$ cat config.mk
export PLATFORM = sky130hd
export DESIGN_NAME = hill_cipher_2x2_stream
export DESIGN_NICKNAME = d
export VERILOG_FILES = /design/src/hw/rtl/hcs_pkg.sv /design/src/hw/rtl/hill_cipher_2x2_stream.sv
export SDC_FILE = /design/constraint.sdc
export NUM_CORES = 1
export LEC_CHECK = 0
export BUFFER_PORTS_ARGS = -buffer_cell sky130_fd_sc_hd__buf_2
export CAP_MARGIN = 10
export CORE_ASPECT_RATIO = 1.2
export CORE_MARGIN = 2
export CORE_UTILIZATION = 42
export CTS_CLUSTER_SIZE = 40
export DETAILED_ROUTE_END_ITERATION = 7
export HOLD_SLACK_MARGIN = 0.05
export SLEW_MARGIN = 40
export SYNTH_ARGS = -nofsm -noshare
export SYNTH_HDL_FRONTEND = slang
export SYNTH_SLANG_ARGS = --single-unit
$ cat constraint.sdc
create_clock -name clk_i -period 14.61 [get_ports clk_i]
set_input_delay 0 -clock clk_i [delete_from_list [all_inputs] [get_ports clk_i]]
set_output_delay 0 -clock clk_i [all_outputs]
set_load 0.01 [all_outputs]
$ cat src/hw/rtl/hcs_pkg.sv
// Shared constants and mod-26 arithmetic helpers for the 2x2 Hill cipher stream.
package hcs_pkg;

  localparam int unsigned ValW = 5;

  localparam logic [ValW-1:0] Modulus    = 5'd26;
  localparam logic [ValW-1:0] PadLetter  = 5'd23;
  localparam logic [6:0]      LetterBase = 7'd65;

  // Configuration register indexes
  localparam logic [2:0] REG_KEY_TL  = 3'd0;
  localparam logic [2:0] REG_KEY_TR  = 3'd1;
  localparam logic [2:0] REG_KEY_BL  = 3'd2;
  localparam logic [2:0] REG_KEY_BR  = 3'd3;
  localparam logic [2:0] REG_DECRYPT = 3'd4;

  // Result status codes
  localparam logic [1:0] STATUS_LETTER  = 2'd0;
  localparam logic [1:0] STATUS_END     = 2'd1;
  localparam logic [1:0] STATUS_BLOCKED = 2'd2;

  // Key register reset values
  localparam logic [ValW-1:0] KeyRstTl = 5'd6;
  localparam logic [ValW-1:0] KeyRstTr = 5'd24;
  localparam logic [ValW-1:0] KeyRstBl = 5'd1;
  localparam logic [ValW-1:0] KeyRstBr = 5'd13;

  // One step of the shared unit: ((dbl ? 2r : r) + term + addend) mod 26.
  // Inputs stay small enough that the sum is below 104.
  function automatic logic [ValW-1:0] mod26_step(input logic [ValW-1:0] r,
                                                 input logic            dbl,
                                                 input logic [ValW-1:0] term,
                                                 input logic [ValW-1:0] addend);
    logic [6:0] s;
    s = (dbl ? {1'b0, r, 1'b0} : {2'b00, r}) + {2'b00, term} + {2'b00, addend};
    priority if (s >= 7'd78) begin
      mod26_step = 5'(s - 7'd78);
    end else if (s >= 7'd52) begin
      mod26_step = 5'(s - 7'd52);
    end else if (s >= 7'd26) begin
      mod26_step = 5'(s - 7'd26);
    end else begin
      mod26_step = s[ValW-1:0];
    end
  endfunction

  // Reduce a 5-bit value into 0..25.
  function automatic logic [ValW-1:0] red26(input logic [ValW-1:0] k);
    red26 = (k >= Modulus) ? (k - Modulus) : k;
  endfunction

  // Additive inverse of a value already in 0..25.
  function automatic logic [ValW-1:0] neg26(input logic [ValW-1:0] k);
    neg26 = (k == '0) ? '0 : (Modulus - k);
  endfunction

endpackage

$ cat src/hw/rtl/hill_cipher_2x2_stream.sv
// Streaming 2x2 Hill cipher (mod 26) with serial key inversion and pair multiply.
//
// Takes one character per transaction; non-letters are dropped and lowercase is folded to
// uppercase. Letters pair up, and each pair is multiplied by the 2x2 key (encrypt) or its
// inverse mod 26 (decrypt), producing two uppercase letter transactions. An end-of-text
// transaction pads a lone letter with 'X', or else returns one end marker (status 1); in
// decrypt mode with a non-invertible key letters are dropped and end returns status 2.
// Sequence: a non-letter, a first letter of a pair, or an end without pending letter is
// handled in the idle state. A completed pair runs through the multiplier, and then the
// output states S_OUT0 and S_OUT1 hand out its results. After reset and after every key
// or mode register write the active matrix is rebuilt before any character is taken: a
// start step, the determinant, the inverse search, and in decrypt mode the inverse matrix.
// All these steps use one shared mod-26 unit that multiplies one operand bit per cycle
// (four products per matrix) under a small sequencer.
module hill_cipher_2x2_stream (
  input  logic       clk_i,
  input  logic       rst_ni,
  // configuration write port
  input  logic       cfg_we_i,
  input  logic [2:0] cfg_index_i,
  input  logic [4:0] cfg_data_i,
  // input channel
  input  logic       in_valid_i,
  output logic       in_stall_o,
  input  logic       kind_i,
  input  logic [7:0] char_code_i,
  // output channel
  output logic       out_valid_o,
  input  logic       out_stall_i,
  output logic [6:0] letter_code_o,
  output logic [1:0] status_o,
  output logic       last_o
);
  import hcs_pkg::*;

  typedef enum logic [2:0] {
    S_IDLE,
    S_DET,
    S_SEARCH,
    S_INV,
    S_MUL,
    S_OUT0,
    S_OUT1
  } state_e;

  localparam logic [2:0] BitMsb = 3'(ValW - 1);

  state_e          state_q;

  // configuration registers
  logic [ValW-1:0] key_q [4];
  logic            decrypt_q;

  // key preparation results
  logic [ValW-1:0] active_q [4];
  logic            key_ready_q;
  logic            invertible_q;
  logic [ValW-1:0] inv_q;

  // pairing state
  logic            pending_valid_q;
  logic [ValW-1:0] pending_value_q;
  logic [ValW-1:0] p0_q;
  logic [ValW-1:0] p1_q;
  logic            pair_last_q;

  // sequencer counters and shared unit accumulator
  logic [1:0]      pidx_q;
  logic [2:0]      bit_q;
  logic [ValW-1:0] r_q;
  logic [ValW-1:0] x_q;
  logic [ValW-1:0] res_q [4];

  // output register
  logic            out_valid_q;
  logic [6:0]      letter_q;
  logic [1:0]      status_q;
  logic            last_q;

  logic [ValW-1:0] kr [4];
  logic [ValW-1:0] a_sel;
  logic [ValW-1:0] b_sel;
  logic [ValW-1:0] r_in;
  logic            dbl;
  logic [ValW-1:0] term;
  logic [ValW-1:0] addend;
  logic [ValW-1:0] unit_out;
  logic            prod_last;
  logic            prod_done;
  logic            search_hit;
  logic            search_end;
  logic            out_free;
  logic            in_accept;
  logic            blocked;
  logic            is_upper;
  logic            is_lower;
  logic [ValW-1:0] char_val;
  logic [7:0]      char_off;

  // Key entries reduced into 0..25
  always_comb begin
    for (int i = 0; i < 4; i++) begin
      kr[i] = red26(key_q[i]);
    end
  end

  // Operand selection for the shared unit
  always_comb begin
    a_sel = '0;
    b_sel = '0;
    unique case (state_q)
      S_DET: begin
        // det = k0*k3 + k1*(-k2)
        a_sel = pidx_q[0] ? kr[1] : kr[0];
        b_sel = pidx_q[0] ? neg26(kr[2]) : kr[3];
      end
      S_INV: begin
        b_sel = inv_q;
        unique case (pidx_q)
          2'd0:    a_sel = kr[3];
          2'd1:    a_sel = neg26(kr[1]);
          2'd2:    a_sel = neg26(kr[2]);
          default: a_sel = kr[0];
        endcase
      end
      S_MUL: begin
        a_sel = active_q[pidx_q];
        b_sel = pidx_q[0] ? p1_q : p0_q;
      end
      default: begin
        a_sel = '0;
        b_sel = '0;
      end
    endcase
  end

  always_comb begin
    prod_last = (bit_q == 3'd0);
    prod_done = prod_last && (pidx_q == ((state_q == S_DET) ? 2'd1 : 2'd3));
    if (state_q == S_SEARCH) begin
      // step the running multiple det*x by one more det
      r_in   = r_q;
      dbl    = 1'b0;
      term   = res_q[1];
      addend = '0;
    end else begin
      // MSB-first shift-add multiply; outside S_INV odd products fold in the even partner
      r_in   = (bit_q == BitMsb) ? '0 : r_q;
      dbl    = 1'b1;
      term   = b_sel[bit_q] ? a_sel : '0;
      addend = (prod_last && pidx_q[0] && (state_q != S_INV)) ? res_q[{pidx_q[1], 1'b0}] : '0;
    end
    unit_out   = mod26_step(r_in, dbl, term, addend);
    search_hit = (unit_out == 5'd1);
    search_end = search_hit || (x_q == 5'd24);
  end

  // Character decode
  always_comb begin
    is_upper = (char_code_i >= 8'd65) && (char_code_i <= 8'd90);
    is_lower = (char_code_i >= 8'd97) && (char_code_i <= 8'd122);
    char_off = is_lower ? (char_code_i - 8'd97) : (char_code_i - 8'd65);
    char_val = char_off[ValW-1:0];
  end

  assign blocked    = decrypt_q && !invertible_q;
  assign out_free   = !out_valid_q || !out_stall_i;
  assign in_stall_o = !((state_q == S_IDLE) && key_ready_q && out_free);
  assign in_accept  = in_valid_i && !in_stall_o;

  always_ff @(posedge clk_i or negedge rst_ni) begin
    if (!rst_ni) begin
      state_q         <= S_IDLE;
      key_q[0]        <= KeyRstTl;
      key_q[1]        <= KeyRstTr;
      key_q[2]        <= KeyRstBl;
      key_q[3]        <= KeyRstBr;
      decrypt_q       <= 1'b0;
      key_ready_q     <= 1'b0;
      invertible_q    <= 1'b0;
      inv_q           <= '0;
      pending_valid_q <= 1'b0;
      pending_value_q <= '0;
      out_valid_q     <= 1'b0;
    end else begin
      // drop the taken result; a new one below overrides this
      if (out_valid_q && !out_stall_i) begin
        out_valid_q <= 1'b0;
      end

      unique case (state_q)
        S_IDLE: begin
          if (!key_ready_q) begin
            state_q <= S_DET;
            pidx_q  <= 2'd0;
            bit_q   <= BitMsb;
          end else if (in_accept) begin
            if (kind_i) begin
              if (blocked) begin
                pending_valid_q <= 1'b0;
                pending_value_q <= '0;
                out_valid_q     <= 1'b1;
                letter_q        <= '0;
                status_q        <= STATUS_BLOCKED;
                last_q          <= 1'b1;
              end else if (pending_valid_q) begin
                p0_q            <= pending_value_q;
                p1_q            <= PadLetter;
                pair_last_q     <= 1'b1;
                pending_valid_q <= 1'b0;
                pending_value_q <= '0;
                state_q         <= S_MUL;
                pidx_q          <= 2'd0;
                bit_q           <= BitMsb;
              end else begin
                out_valid_q <= 1'b1;
                letter_q    <= '0;
                status_q    <= STATUS_END;
                last_q      <= 1'b1;
              end
            end else if ((is_upper || is_lower) && !blocked) begin
              if (pending_valid_q) begin
                p0_q            <= pending_value_q;
                p1_q            <= char_val;
                pair_last_q     <= 1'b0;
                pending_valid_q <= 1'b0;
                pending_value_q <= '0;
                state_q         <= S_MUL;
                pidx_q          <= 2'd0;
                bit_q           <= BitMsb;
              end else begin
                pending_valid_q <= 1'b1;
                pending_value_q <= char_val;
              end
            end
          end
        end

        S_DET, S_INV, S_MUL: begin
          r_q <= unit_out;
          if (prod_last) begin
            res_q[pidx_q] <= unit_out;
            bit_q         <= BitMsb;
            pidx_q        <= pidx_q + 2'd1;
          end else begin
            bit_q <= bit_q - 3'd1;
          end
          if (prod_done) begin
            unique case (state_q)
              S_DET: begin
                state_q <= S_SEARCH;
                r_q     <= '0;
                x_q     <= '0;
              end
              S_INV: begin
                active_q[0] <= res_q[0];
                active_q[1] <= res_q[1];
                active_q[2] <= res_q[2];
                active_q[3] <= unit_out;
                key_ready_q <= 1'b1;
                state_q     <= S_IDLE;
              end
              default: begin
                state_q <= S_OUT0;
              end
            endcase
          end
        end

        S_SEARCH: begin
          r_q <= unit_out;
          x_q <= x_q + 5'd1;
          if (search_end) begin
            invertible_q <= search_hit;
            inv_q        <= search_hit ? (x_q + 5'd1) : '0;
            if (decrypt_q && search_hit) begin
              state_q <= S_INV;
              pidx_q  <= 2'd0;
              bit_q   <= BitMsb;
            end else begin
              for (int i = 0; i < 4; i++) begin
                active_q[i] <= kr[i];
              end
              key_ready_q <= 1'b1;
              state_q     <= S_IDLE;
            end
          end
        end

        S_OUT0: begin
          if (out_free) begin
            out_valid_q <= 1'b1;
            letter_q    <= LetterBase + {2'b00, res_q[1]};
            status_q    <= STATUS_LETTER;
            last_q      <= 1'b0;
            state_q     <= S_OUT1;
          end
        end

        S_OUT1: begin
          if (out_free) begin
            out_valid_q <= 1'b1;
            letter_q    <= LetterBase + {2'b00, res_q[3]};
            status_q    <= STATUS_LETTER;
            last_q      <= pair_last_q;
            state_q     <= S_IDLE;
          end
        end

        default: begin
          state_q <= S_IDLE;
        end
      endcase

      // Key or mode register write: invalidate the active matrix and restart any preparation
      if (cfg_we_i) begin
        if (cfg_index_i == REG_DECRYPT) begin
          decrypt_q <= cfg_data_i[0];
        end else if ((cfg_index_i == REG_KEY_TL) || (cfg_index_i == REG_KEY_TR) ||
                     (cfg_index_i == REG_KEY_BL) || (cfg_index_i == REG_KEY_BR)) begin
          key_q[cfg_index_i[1:0]] <= cfg_data_i;
        end
        if (cfg_index_i <= REG_DECRYPT) begin
          key_ready_q <= 1'b0;
          if ((state_q == S_DET) || (state_q == S_SEARCH) || (state_q == S_INV)) begin
            state_q <= S_IDLE;
          end
        end
      end
    end
  end

  assign out_valid_o   = out_valid_q;
  assign letter_code_o = letter_q;
  assign status_o      = status_q;
  assign last_o        = last_q;

`ifndef SYNTHESIS
  a_letter_range: assert property (@(posedge clk_i) disable iff (!rst_ni)
    (out_valid_o && (status_o == STATUS_LETTER)) |->
      ((letter_code_o >= 7'd65) && (letter_code_o <= 7'd90)))
    else $error("letter result outside A..Z");

  a_marker_form: assert property (@(posedge clk_i) disable iff (!rst_ni)
    (out_valid_o && (status_o != STATUS_LETTER)) |-> ((letter_code_o == 7'd0) && last_o))
    else $error("end marker must carry letter 0 and last");

  a_prep_not_ready: assert property (@(posedge clk_i) disable iff (!rst_ni)
    ((state_q == S_DET) || (state_q == S_SEARCH) || (state_q == S_INV)) |-> !key_ready_q)
    else $error("key marked ready during preparation");

  a_search_bound: assert property (@(posedge clk_i) disable iff (!rst_ni)
    (state_q == S_SEARCH) |-> (x_q <= 5'd24))
    else $error("inverse search ran past 25 candidates");
`endif

endmodule

==> results.json <==
{
  "outcome": "completed",
  "hold_viol_final": 0,
  "clockBufferDepth": 2,
  "synth.distinct_cells": 79,
  "slew_viol_final": 0,
  "cts_max_level": 4,
  "drc": 0,
  "max-vdd-ir-drop_v": 0.0001954,
  "min_period_over_period_pct": 53.15,
  "antenna_cells": 0,
  "synth_xor_area_share_pct": 2.347,
  "fin_crit_ps": 7765,
  "root_buffer": "clkbuf_16",
  "final_cell_area_um2": 8594,
  "layout-drive-gt1-share_pct": 18.49,
  "path_delay_family": "compound AO/OA/AOI/OAI gates",
  "viasPerCell": 5.834,
  "syn_nets": 770,
  "cts_setup_buffers": 0,
  "crit_path_frequent_cell": "o21ai_0",
  "wl_mm": 19.50,
  "final_util_pct": 49.47,
  "vias": 5828,
  "critPathMaxStageDelay_ps": 740,
  "grt_pass1_wl_mm": 31.17,
  "synth_top_family_by_area": "compound AO/OA/AOI/OAI gates",
  "worstSetupStartpointType": "register",
  "die-area_um2": 18720,
  "final_nets": 825,
  "synth-simple-area-share_pct": 13.93,
  "cts_buffers": 17,
  "gp_congestion": 1.007,
  "cp_num_buf_inv": 0,
  "antenna_found_initial": 0,
  "fin_tns_setup_ps": 0,
  "dpl.hpwl_mm": 14.78,
  "ctsResizeCount": 0,
  "cp_slowest_cell": "fa_1",
  "p_per_area_nw_per_um2": 260.6,
  "syn_inst": 711,
  "grt_setup_unrepaired": "false",
  "synth_compound_gate_area_share_pct": 17.75,
  "mostFrequentLayoutCells": "edfxtp_1 (76), nor2_1 (62), nand2_1 (59), o21ai_0 (51), inv_1 (47)",
  "gr-total-overflow": 0,
  "skew_ps": 8.615,
  "hp-class": "in2reg",
  "ys_ff_latch": 116,
  "synth_edf_count": 76,
  "io_pins": 34,
  "max_freq_mhz": 128.8,
  "cts_tree": "yes",
  "cp_max_fo": 20,
  "cp.arrival_ps": 7810,
  "dpl-instance-area_um2": 7807,
  "core-area_um2": 17370,
  "grt_max_degree": 47,
  "final_common_cell": "edfxtp_1",
  "grt_pass1_vias": 5833,
  "async_reset_ff_share_pct": 32.76,
  "clkSlewWorstSetupHoldPaths_ps": 60,
  "clk_latency_ps": 420,
  "first_pass_iters": 6,
  "initial_utilization_pct": 42.65,
  "synthFlopType": "edfxtp_1",
  "crit_required_ps": 14660,
  "antenna_left": 0,
  "p_leak_uw": 0.003527,
  "max_slew_margin_pct": 38.76,
  "syn_area_um2": 7410,
  "drtIter0Drc": 738,
  "setup_violations": 0,
  "syn-mean-instance-area_um2": 10.42,
  "critPathCaptureType": "register",
  "cts_hold_buf": 20,
  "max_cap_viol_count": 0,
  "portBuffers": 33,
  "synth-warning-count": 0,
  "worstMarginPinSlew_ps": 910.4,
  "syn2layout_area_growth_pct": 15.99,
  "die_x_um": 125.3,
  "rows": 53,
  "wire_per_inst_um": 19.52,
  "synth_fa_ha_area_share_pct": 6.856,
  "grt.total_usage_pct": 21.52,
  "clock_sinks": 116,
  "die_h_um": 149.5,
  "muxShareOfSynthArea_pct": 11.01,
  "crit_chain": "or3b_2 > a21oi_1 > mux2i_1 > o21ai_0 > xor2_1 > nor3_1 > o21ai_0 > a32oi_1 > a2bb2oi_1 > fa_1 > ha_1 > fa_1 > ha_1 > nor2b_1 > o32ai_1 > o2111ai_1 > o21ai_1 > o31ai_2 > nand2_1 > nor4_4 > o21ai_0 > a21boi_4",
  "crit_type": "reg2reg",
  "ys_seq_area_share_pct": 44.31
}
[logic make-up after synthesis]
group | after synthesis
flops | 116
fa+ha+maj | 37
compound gates | 189
simple gates | 215
mux | 64
buf+inv | 71
xor+xnor | 19
[cell usage after synthesis (16+ instances only)]
library cell / number / share of area [%]
nor2_1: 63 / 3.2
and2_1: 17 / 1.4
a21oi_1: 30 / 2.0
dfrtp_1: 30 / 10
clkbuf_1: 20 / 1.0
nor3_1: 16 / 1.1
mux2i_1: 20 / 2.7
ha_1: 31 / 5.2
inv_1: 47 / 2.4
mux2_2: 22 / 3.3
nand2_1: 59 / 3.0
o21ai_0: 51 / 3.4
edfxtp_1: 76 / 31
[per-layer routing]
layer  track usage (%)  part of all wire (%)  up-vias
met5                 0                     0        -
met4             7.833                   2.4        0
met3             3.790                   5.9       42
met2             37.69                    50      228
met1             26.81                    42     2821
li1                  -                     -     2737
[state kept, by name (all words and copies together), names as in the netlist, 7 cells and up, named ones only]
signal and cells:
active_q 20, key_q 20, letter_code_o 7, res_q 20
[cell type report]
class	instances	area, µm²
clock buffer	17	425.4
clock inverter	15	145.1
fill	1589	8780
inverter	49	183.9
multi-input combinational	524	3875
sequential	116	3283
tap	220	275.3
timing repair buffer	58	406.6
[where the power goes]
| part | switching [µW] | internal [µW] | leakage (µW) |
|---|---|---|---|
| registers | 70.3 | 499 | 0.00118 |
| clock network | 163 | 238 | 0.000279 |
| logic | 804 | 466 | 0.00206 |
[final timing paths]
check	startpoint	to	slack, ps	cells past startpoint
worst min-delay path	char_code_i[1]	p1_q[3]	100	4
worst max register to register	key_q[5]	active_q[0][2]	6840	22
worst max-delay path	key_q[5]	active_q[0][2]	6840	22
worst min register to register	pending_value_q[2]	p0_q[2]	440	0
max in group asynchronous	rst_ni	inv_q[4]	13970	3
min in group asynchronous	rst_ni	key_q[12]	200	3
[through the flow]
stage / hold slack (ps) / setup WS [ps] / std cells / total power (µW)
floorplan: -295.6 / 6817 / 711 / 1477
global placement: 122.4 / 6984 / 946 / 1789
detailed placement: 127.5 / 6936 / 947 / 1814
CTS: 89.47 / 6947 / 999 / 2225
global route: 114.6 / 6262 / 999 / 2394
finish: 101.4 / 6845 / 999 / 2240
[worst reg2reg max path, stage by stage (launching register included)]
cell,delay (ps)
dfstp_2,420
or3b_2,500
a21oi_1,260
mux2i_1,490
o21ai_0,170
xor2_1,210
nor3_1,130
o21ai_0,90
a32oi_1,460
a2bb2oi_1,310
fa_1,430
ha_1,250
fa_1,740
ha_1,200
nor2b_1,230
o32ai_1,140
o2111ai_1,220
o21ai_1,110
o31ai_2,450
nand2_1,290
nor4_4,340
o21ai_0,270
a21boi_4,670
(Power assumes the default switching activity.)
